--- config.mk ---
export PLATFORM = sky130hd
export DESIGN_NAME = motor_speed_ramp_controller_unit_flat
export DESIGN_NICKNAME = d
export VERILOG_FILES = /design/src/sv/msrc_pkg.sv /design/src/sv/msrc_if.sv /design/src/sv/msrc_scale.sv /design/src/sv/msrc_core.sv /design/src/sv/motor_speed_ramp_controller_unit.sv /design/src/flat_wrapper.sv
export SDC_FILE = /design/constraint.sdc
export NUM_CORES = 1
export LEC_CHECK = 0
export BUFFER_PORTS_ARGS = -buffer_cell sky130_fd_sc_hd__buf_4
export CAP_MARGIN = 20
export CORE_MARGIN = 2
export CORE_UTILIZATION = 25
export DETAILED_ROUTE_END_ITERATION = 8
export GPL_TIMING_DRIVEN = 0
export PLACE_DENSITY = 0.44
export SLEW_MARGIN = 10
export SYNTH_ARGS = -nofsm -noshare
export SYNTH_HDL_FRONTEND = slang
export SYNTH_SLANG_ARGS = --single-unit
--- constraint.sdc ---
create_clock -name clk -period 13.2 [get_ports clk]
set_input_delay 0.66 -clock clk [delete_from_list [all_inputs] [get_ports clk]]
set_output_delay 0.66 -clock clk [all_outputs]
set_load 0.005 [all_outputs]
--- src/sv/msrc_pkg.sv ---
package msrc_pkg;

    localparam int DUTY_W     = 8;
    localparam int POT_W      = 10;
    localparam int TICK_W     = 16;
    localparam int STEP_W     = 8;
    localparam int CODE_W     = 2;
    localparam int CFG_DATA_W = 16;
    localparam int CFG_IDX_W  = 1;
    localparam int SCALED_W   = POT_W + DUTY_W;
    localparam int RECIP_W    = 19;
    localparam int PROD_W     = SCALED_W + RECIP_W;

    localparam logic [CFG_IDX_W-1:0] CFG_ACCEL_STEP      = 1'b0;
    localparam logic [CFG_IDX_W-1:0] CFG_UPDATE_INTERVAL = 1'b1;

    localparam logic [STEP_W-1:0] ACCEL_STEP_RST      = 8'd5;
    localparam logic [TICK_W-1:0] UPDATE_INTERVAL_RST = 16'd20;

    localparam logic [POT_W-1:0] POT_MAX = 10'd1023;

    // Exact floor division by 1023 for every product of a 10-bit value and 255.
    localparam logic [RECIP_W-1:0] RECIP_MUL   = 19'd262401;
    localparam int                 RECIP_SHIFT = 28;

    localparam logic MODE_TICK = 1'b0;
    localparam logic MODE_CMD  = 1'b1;

    localparam logic [CODE_W-1:0] DIR_FWD      = 2'd0;
    localparam logic [CODE_W-1:0] DIR_BWD      = 2'd1;
    localparam logic [CODE_W-1:0] DIR_STOPPING = 2'd2;
    localparam logic [CODE_W-1:0] DIR_STOP     = 2'd3;

    typedef enum logic [3:0] {
        MOT_FWD      = 4'b0001,
        MOT_BWD      = 4'b0010,
        MOT_STOPPING = 4'b0100,
        MOT_STOP     = 4'b1000
    } motion_t;

    typedef struct packed {
        logic              mode;
        logic [CODE_W-1:0] direction;
        logic [POT_W-1:0]  pot_sample;
    } item_t;

    typedef struct packed {
        logic [DUTY_W-1:0] pwm_duty;
        logic              pwm_side;
        logic              pwm_written;
        logic              right_enable;
        logic              left_enable;
        logic [CODE_W-1:0] motion_state;
        logic [DUTY_W-1:0] target_level;
    } result_t;

    function automatic motion_t dir_to_motion(input logic [CODE_W-1:0] dir);
        motion_t m;
        case (dir)
            DIR_FWD:      m = MOT_FWD;
            DIR_BWD:      m = MOT_BWD;
            DIR_STOPPING: m = MOT_STOPPING;
            default:      m = MOT_STOP;
        endcase
        return m;
    endfunction

    function automatic logic [CODE_W-1:0] motion_to_code(input motion_t m);
        logic [CODE_W-1:0] c;
        case (m)
            MOT_FWD:      c = DIR_FWD;
            MOT_BWD:      c = DIR_BWD;
            MOT_STOPPING: c = DIR_STOPPING;
            default:      c = DIR_STOP;
        endcase
        return c;
    endfunction

endpackage

--- src/sv/msrc_if.sv ---
interface msrc_item_if;
    logic                         valid;
    logic                         ready;
    logic                         mode;
    logic [msrc_pkg::CODE_W-1:0]  direction;
    logic [msrc_pkg::POT_W-1:0]   pot_sample;

    modport source (output valid, mode, direction, pot_sample, input ready);
    modport sink (input valid, mode, direction, pot_sample, output ready);
endinterface

interface msrc_result_if;
    logic                         valid;
    logic                         ready;
    logic [msrc_pkg::DUTY_W-1:0]  pwm_duty;
    logic                         pwm_side;
    logic                         pwm_written;
    logic                         right_enable;
    logic                         left_enable;
    logic [msrc_pkg::CODE_W-1:0]  motion_state;
    logic [msrc_pkg::DUTY_W-1:0]  target_level;

    modport source (output valid, pwm_duty, pwm_side, pwm_written, right_enable,
                    left_enable, motion_state, target_level, input ready);
    modport sink (input valid, pwm_duty, pwm_side, pwm_written, right_enable,
                  left_enable, motion_state, target_level, output ready);
endinterface

--- src/sv/msrc_scale.sv ---
module msrc_scale (
    input  logic [msrc_pkg::POT_W-1:0]  pot_sample,
    output logic [msrc_pkg::DUTY_W-1:0] target
);
    import msrc_pkg::*;

    logic [POT_W-1:0]    inv;
    logic [SCALED_W-1:0] scaled;
    logic [PROD_W-1:0]   prod;

    // The scaled value is inv * 255, formed as inv * 256 - inv.
    assign inv    = POT_MAX - pot_sample;
    assign scaled = {inv, DUTY_W'(0)} - SCALED_W'(inv);
    assign prod   = PROD_W'(scaled) * PROD_W'(RECIP_MUL);
    assign target = prod[RECIP_SHIFT +: DUTY_W];

endmodule

--- src/sv/msrc_core.sv ---
module msrc_core (
    input  logic                            clk,
    input  logic                            rst_n,
    input  logic                            cfg_we,
    input  logic [msrc_pkg::CFG_IDX_W-1:0]  cfg_index,
    input  logic [msrc_pkg::CFG_DATA_W-1:0] cfg_wdata,
    input  logic                            fire,
    input  msrc_pkg::item_t                 item,
    output msrc_pkg::result_t               res
);
    import msrc_pkg::*;

    logic [STEP_W-1:0] accel_step_reg;
    logic [TICK_W-1:0] update_interval_reg;
    logic [DUTY_W-1:0] speed_now_reg, speed_now_next;
    logic [DUTY_W-1:0] speed_goal_reg, speed_goal_next;
    motion_t           motion_reg, motion_next;
    logic              side_reg, side_next;
    logic              en_right_reg, en_right_next;
    logic              en_left_reg, en_left_next;
    logic [TICK_W-1:0] ticks_reg, ticks_next;

    logic [TICK_W:0]   count_sum;
    logic [TICK_W-1:0] count;
    logic              update_due;
    logic [DUTY_W-1:0] pot_target;
    logic [DUTY_W-1:0] goal_tick;
    logic [DUTY_W:0]   up_sum;
    logic [DUTY_W:0]   dn_lim;
    logic [DUTY_W-1:0] up_val;
    logic [DUTY_W-1:0] dn_val;
    logic [DUTY_W-1:0] ramped;
    logic              written;

    msrc_scale u_scale (
        .pot_sample (item.pot_sample),
        .target     (pot_target)
    );

    assign count_sum  = {1'b0, ticks_reg} + (TICK_W + 1)'(1);
    assign count      = count_sum[TICK_W] ? '1 : count_sum[TICK_W-1:0];
    assign update_due = (count >= update_interval_reg);
    assign goal_tick  = (motion_reg == MOT_STOPPING) ? '0 : pot_target;

    // The speed moves toward the new goal and never passes it.
    assign up_sum = {1'b0, speed_now_reg} + {1'b0, accel_step_reg};
    assign dn_lim = {1'b0, goal_tick} + {1'b0, accel_step_reg};
    assign up_val = (up_sum > {1'b0, goal_tick}) ? goal_tick : up_sum[DUTY_W-1:0];
    assign dn_val = ({1'b0, speed_now_reg} < dn_lim) ? goal_tick
                                                      : speed_now_reg - accel_step_reg;
    assign ramped = (speed_now_reg < goal_tick) ? up_val :
                    (speed_now_reg > goal_tick) ? dn_val : speed_now_reg;

    always_comb
    begin
        speed_now_next  = speed_now_reg;
        speed_goal_next = speed_goal_reg;
        motion_next     = motion_reg;
        side_next       = side_reg;
        en_right_next   = en_right_reg;
        en_left_next    = en_left_reg;
        ticks_next      = ticks_reg;
        written         = 1'b0;
        if (fire)
        begin
            if (item.mode == MODE_CMD)
            begin
                motion_next = dir_to_motion(item.direction);
                case (item.direction)
                    DIR_FWD:
                    begin
                        side_next     = 1'b0;
                        en_right_next = 1'b1;
                    end
                    DIR_BWD:
                    begin
                        side_next    = 1'b1;
                        en_left_next = 1'b1;
                    end
                    DIR_STOPPING:
                    begin
                        speed_goal_next = '0;
                    end
                    DIR_STOP:
                    begin
                        en_right_next = 1'b0;
                        en_left_next  = 1'b0;
                    end
                    default:
                    begin
                    end
                endcase
            end
            else if (!update_due)
            begin
                ticks_next = count;
            end
            else
            begin
                ticks_next      = '0;
                speed_goal_next = goal_tick;
                if (motion_reg != MOT_STOP)
                begin
                    speed_now_next = ramped;
                    written        = 1'b1;
                    if (ramped == '0)
                    begin
                        motion_next = MOT_STOP;
                    end
                end
            end
        end
    end

    always_ff @(posedge clk or negedge rst_n)
    begin
        if (!rst_n)
        begin
            accel_step_reg      <= ACCEL_STEP_RST;
            update_interval_reg <= UPDATE_INTERVAL_RST;
        end
        else if (cfg_we)
        begin
            case (cfg_index)
                CFG_ACCEL_STEP:      accel_step_reg      <= cfg_wdata[STEP_W-1:0];
                CFG_UPDATE_INTERVAL: update_interval_reg <= cfg_wdata[TICK_W-1:0];
                default:
                begin
                end
            endcase
        end
    end

    always_ff @(posedge clk or negedge rst_n)
    begin
        if (!rst_n)
        begin
            speed_now_reg  <= '0;
            speed_goal_reg <= '0;
            motion_reg     <= MOT_STOP;
            side_reg       <= 1'b0;
            en_right_reg   <= 1'b0;
            en_left_reg    <= 1'b0;
            ticks_reg      <= '0;
        end
        else
        begin
            speed_now_reg  <= speed_now_next;
            speed_goal_reg <= speed_goal_next;
            motion_reg     <= motion_next;
            side_reg       <= side_next;
            en_right_reg   <= en_right_next;
            en_left_reg    <= en_left_next;
            ticks_reg      <= ticks_next;
        end
    end

    assign res.pwm_duty     = speed_now_next;
    assign res.pwm_side     = side_next;
    assign res.pwm_written  = written;
    assign res.right_enable = en_right_next;
    assign res.left_enable  = en_left_next;
    assign res.motion_state = motion_to_code(motion_next);
    assign res.target_level = speed_goal_next;

endmodule

--- src/sv/motor_speed_ramp_controller_unit.sv ---
// Speed ramp controller for a PWM H-bridge. Each transfer on the item channel is either a
// millisecond tick with a potentiometer sample or a direction command, and each one yields
// exactly one transfer on the result channel with the duty, side, bridge enables, motion
// state and target after that item. An item is registered on entry and processed once the
// result register is free, when the tick counter, the target scaler (one constant multiply)
// and the ramp step update the state and load the result register; its result is offered from
// the cycle after that. One item is taken in every cycle as long as results are taken.
// Configuration writes take effect at once and should be made only while no transfer is
// in flight.
module motor_speed_ramp_controller_unit (
    input  logic                            clk,
    input  logic                            rst_n,
    input  logic                            cfg_we,
    input  logic [msrc_pkg::CFG_IDX_W-1:0]  cfg_index,
    input  logic [msrc_pkg::CFG_DATA_W-1:0] cfg_wdata,
    msrc_item_if.sink                       item,
    msrc_result_if.source                   result
);
    import msrc_pkg::*;

    logic    in_valid_reg;
    item_t   in_item_reg;
    logic    out_valid_reg;
    result_t out_res_reg;
    result_t res;
    logic    advance;

    assign advance    = in_valid_reg && (!out_valid_reg || result.ready);
    assign item.ready = !in_valid_reg || advance;

    msrc_core u_core (
        .clk       (clk),
        .rst_n     (rst_n),
        .cfg_we    (cfg_we),
        .cfg_index (cfg_index),
        .cfg_wdata (cfg_wdata),
        .fire      (advance),
        .item      (in_item_reg),
        .res       (res)
    );

    always_ff @(posedge clk or negedge rst_n)
    begin
        if (!rst_n)
        begin
            in_valid_reg  <= 1'b0;
            out_valid_reg <= 1'b0;
        end
        else
        begin
            if (item.ready)
            begin
                in_valid_reg <= item.valid;
            end
            if (advance)
            begin
                out_valid_reg <= 1'b1;
            end
            else if (result.ready)
            begin
                out_valid_reg <= 1'b0;
            end
        end
    end

    always_ff @(posedge clk)
    begin
        if (item.valid && item.ready)
        begin
            in_item_reg.mode       <= item.mode;
            in_item_reg.direction  <= item.direction;
            in_item_reg.pot_sample <= item.pot_sample;
        end
        if (advance)
        begin
            out_res_reg <= res;
        end
    end

    assign result.valid        = out_valid_reg;
    assign result.pwm_duty     = out_res_reg.pwm_duty;
    assign result.pwm_side     = out_res_reg.pwm_side;
    assign result.pwm_written  = out_res_reg.pwm_written;
    assign result.right_enable = out_res_reg.right_enable;
    assign result.left_enable  = out_res_reg.left_enable;
    assign result.motion_state = out_res_reg.motion_state;
    assign result.target_level = out_res_reg.target_level;

endmodule

--- src/flat_wrapper.sv ---
// flat-port wrapper written by rule: the top's interface ports become plain ports
module motor_speed_ramp_controller_unit_flat import msrc_pkg::*;
  (clk, rst_n, cfg_we, cfg_index, cfg_wdata, item_valid, item_mode, item_direction, item_pot_sample, item_ready, result_valid, result_pwm_duty, result_pwm_side, result_pwm_written, result_right_enable, result_left_enable, result_motion_state, result_target_level, result_ready);
  msrc_item_if item_i ();
  msrc_result_if result_i ();
  input  logic clk;
  input  logic rst_n;
  input  logic cfg_we;
  input  logic [msrc_pkg::CFG_IDX_W-1:0] cfg_index;
  input  logic [msrc_pkg::CFG_DATA_W-1:0] cfg_wdata;
  input wire logic [$bits(item_i.valid)-1:0] item_valid;
  input wire logic [$bits(item_i.mode)-1:0] item_mode;
  input wire logic [$bits(item_i.direction)-1:0] item_direction;
  input wire logic [$bits(item_i.pot_sample)-1:0] item_pot_sample;
  output wire logic [$bits(item_i.ready)-1:0] item_ready;
  output wire logic [$bits(result_i.valid)-1:0] result_valid;
  output wire logic [$bits(result_i.pwm_duty)-1:0] result_pwm_duty;
  output wire logic [$bits(result_i.pwm_side)-1:0] result_pwm_side;
  output wire logic [$bits(result_i.pwm_written)-1:0] result_pwm_written;
  output wire logic [$bits(result_i.right_enable)-1:0] result_right_enable;
  output wire logic [$bits(result_i.left_enable)-1:0] result_left_enable;
  output wire logic [$bits(result_i.motion_state)-1:0] result_motion_state;
  output wire logic [$bits(result_i.target_level)-1:0] result_target_level;
  input wire logic [$bits(result_i.ready)-1:0] result_ready;
  assign item_i.valid = item_valid;
  assign item_i.mode = item_mode;
  assign item_i.direction = item_direction;
  assign item_i.pot_sample = item_pot_sample;
  assign item_ready = item_i.ready;
  assign result_valid = result_i.valid;
  assign result_pwm_duty = result_i.pwm_duty;
  assign result_pwm_side = result_i.pwm_side;
  assign result_pwm_written = result_i.pwm_written;
  assign result_right_enable = result_i.right_enable;
  assign result_left_enable = result_i.left_enable;
  assign result_motion_state = result_i.motion_state;
  assign result_target_level = result_i.target_level;
  assign result_i.ready = result_ready;
  motor_speed_ramp_controller_unit u_core (.clk(clk), .rst_n(rst_n), .cfg_we(cfg_we), .cfg_index(cfg_index), .cfg_wdata(cfg_wdata), .item(item_i), .result(result_i));
endmodule
==> impl_metrics.toml <==
[clocking]
path_clk_slew_ps = 70
cts_tree = "built"
clk_latency_ps = 350
clock_path_buffers = 2
cts_resized = 0
h-tree-depth = 3
cts_root_buf = "clkbuf_16"
ctsHoldBuffers = 0
cts_made_buffers = 9
postCtsSetupBuffers = 0
clock-sinks = 100

[worst_setup_path]
cp.required_ps = 13310
crit_top_cell = "ha_1"
crit_path_start_kind = "flop"
max_stage_delay_ps = 580
crit_arrival_ps = 9830
crit_fanout = 9
end_kind = "flop"
crit_type = "flop to flop"
slowest_stage = "a2111oi_4"

[place]
dp_cells = 1277
place_area_um2 = 8910
dp_hpwl_um = 16800
io_buffers = 58
place_congestion = 0.847

[cells_and_area]
fillers = 3282
multi_input_area_um2 = 4990
area_growth_pct = 16.5
final_util_pct = 29.4
final_cells = 1294
layout-drive-gt1-share_pct = 14.7
fin_nets = 1058
regArea_um2 = 2680
final_common_cell = "ha_1"
antennaDiodeCount = 0
finalInstanceArea_um2 = 9270
final_cell_mix = "ha_1 (132), nand2_1 (67), buf_4 (60), dfrtp_1 (60), inv_1 (58)"

[pwr]
power.share.clock_pct = 24.6
combPwrFrac_pct = 41.7
swShare_pct = 37.8
p_leak_nw = 4.28
power_switching_w = 0.000455
seqPwrFrac_pct = 33.7
ir_worst_vdd_mv = 0.0612
p_int_w = 0.000749
powerDensity_nw_per_um2 = 130

[logic_synthesis]
synth_ff_type = "dfrtp_1"
postSynth.asyncResetShare_pct = 65.0
syn-num-nets = 987
syn-mean-instance-area_um2 = 9.75
ys_types = 81
synth_seq_cells = 100
synth-edff-count = 35
synth_area_um2 = 7950
synth_area_leaders = "ha_1 (21%), dfrtp_1 (19%), edfxtp_1 (13%)"
ys_seq_area_share_pct = 33.7
synthCells = 816
ys_warn_count = 0
synth_top_area_share_pct = 20.8
yosysTopAreaCell = "ha_1"

[drt]
wirelength_um = 21200
dr.pass1.iters = 5
vias = 6259
ant_nets = 0
drc = 0
wl_met1_um = 11200
dr_wl_met2_um = 9140
wl_met3_um = 594
routedWlPerCell_um = 16.4
dr.first_iter.drc_count = 298
vias_per_cell = 4.84
top_layer = "met4"

[global_routing]
grt.total_usage_pct = 13.0
grt_max_degree = 66
antenna_found_initial = 0
grt_pass1_wl_um = 34100
grt_pass1_vias = 6238
overflow = 0

[floorplanning]
die_y_um = 182
core-area_um2 = 31500
die_area_um2 = 33300
die_w_um = 182
io_pins = 59
rows = 65
start_util_pct = 25.3

[sta]
maxSlewHeadroom_pct = 39.5
hold_violations = 0
fmax_ghz = 0.103
min_period_ps = 9710
setup_viol = 0
whs_ps = 430
finClkSkew_ps = 11.9
tightest_slew_ps = 908
timing.setup.tns_ps = 0
period_share_pct = 73.6
drv_slew = 0
rsz0062_at_grt = "no"

[worst_hold_path]
min_path_type = "primary input to asynchronous set/reset pin"

[run_status]
status = "finished clean"

[flow_run]
drv_cap = 0
==> cells by family (layout without fill, tap and decap cells) <==
logic type / Yosys count / after routing / share of synthesized area (%)
and+or+nand+nor: 237 / 237 / 15.5
AOI/OAI and AO/OA: 203 / 203 / 17.3
adders and majority gates: 136 / 136 / 21.8
DFF: 100 / 100 / 33.7
buffers and inverters: 75 / 151 / 3.63
xor gates and xnor gates: 40 / 40 / 4.41
muxes: 25 / 25 / 3.56
==> critical path, delay by kind of cell, from the launching register on <==
family | cells | cell delay [ps]
AO/OA/AOI/OAI | 16 | 3470
XOR/XNOR | 3 | 790
adder cells (fa/ha/maj) | 8 | 2300
buffers and inverters | 4 | 280
flip-flops | 1 | 420
AND/OR/NAND/NOR | 8 | 2190
==> power groups by stage <==
| stage | Clock, W | Combinational (W) | Sequential, W |
|---|---|---|---|
| 6_report | 0.000297 | 0.000502 | 0.000405 |
| 5_1_grt | 0.000321 | 0.000571 | 0.000412 |
| 3_5_place_dp | 0 | 0.000499 | 0.000412 |
| 2_1_floorplan | 0 | 0.000360 | 0.000397 |
| 4_1_cts | 0.000310 | 0.000503 | 0.000406 |
| 3_3_place_gp | 0 | 0.000498 | 0.000412 |
==> synthesized netlist by cell type, drive strengths merged (4+ instances only) <==
| cell | instances |
|---|---|
| nand3 | 17 |
| fa | 4 |
| a21o | 11 |
| or2 | 5 |
| xnor2 | 22 |
| mux2 | 23 |
| buf | 4 |
| o21a | 13 |
| o211ai | 5 |
| nor4 | 5 |
| ha | 132 |
| a31oi | 8 |
| nor3b | 5 |
| o21ai | 55 |
| o21bai | 4 |
| a21oi | 48 |
| dfstp | 5 |
| dfrtp | 60 |
| nor2b | 11 |
| or3 | 7 |
| and3 | 13 |
| a211o | 4 |
| a22o | 4 |
| nor3 | 13 |
| o2111ai | 5 |
| nor4b | 5 |
| nand2b | 10 |
| clkbuf | 13 |
| o31ai | 6 |
| nor2 | 44 |
| edfxtp | 35 |
| and2 | 8 |
| or4 | 5 |
| o31a | 4 |
| nand2 | 68 |
| nand4 | 13 |
| xor2 | 18 |
| inv | 58 |
==> per-layer routing <==
metal / up-vias / global-route usage [%]
li1: 3165 / -
met5: - / 0
met4: 0 / 3.13
met2: 99 / 19.9
met1: 2977 / 19.1
met3: 18 / 1.98
==> final timing paths <==
check | start | to | slack (ps) | depth (start not counted)
max | u_core.in_item_reg[1]$_DFFE_PP_ | u_core.result.motion_state[0]$_DFFE_PP_ | 3490 | 39
min | rst_n | u_core.u_core.update_interval_reg[7]$_DFFE_PN0P_ | 430 | 1
max reg2reg | u_core.in_item_reg[1]$_DFFE_PP_ | u_core.result.motion_state[0]$_DFFE_PP_ | 3490 | 39
min reg2reg | u_core.u_core.speed_goal_reg[7]$_DFF_PN0_ | u_core.u_core.speed_goal_reg[7]$_DFF_PN0_ | 500 | 2
max in group asynchronous | rst_n | u_core.u_core.speed_goal_reg[3]$_DFF_PN0_ | 12180 | 1
min in group clk | item_pot_sample[8] | u_core.in_item_reg[8]$_DFFE_PP_ | 470 | 1
==> stage by stage <==
stage / power, W / setup WS (ps)
after floorplan: 0.000757 / 5190
after global placement: 0.000910 / 3530
after detailed placement: 0.000911 / 3520
after global routing: 0.00130 / 2890
after CTS: 0.00122 / 3500
final: 0.00120 / 3490
==> cell type report <==
cell class / count / share of cell area, %
Buffer: 17 / 0.770
Clock buffer: 9 / 2.43
Clock inverter: 7 / 1.13
Inverter: 58 / 2.35
Multi-Input combinational cell: 641 / 53.9
Sequential cell: 100 / 29.0
Tap cell: 402 / 5.43
Timing Repair Buffer: 60 / 5.08
No activity file was read; power rests on OpenSTA's default activity.
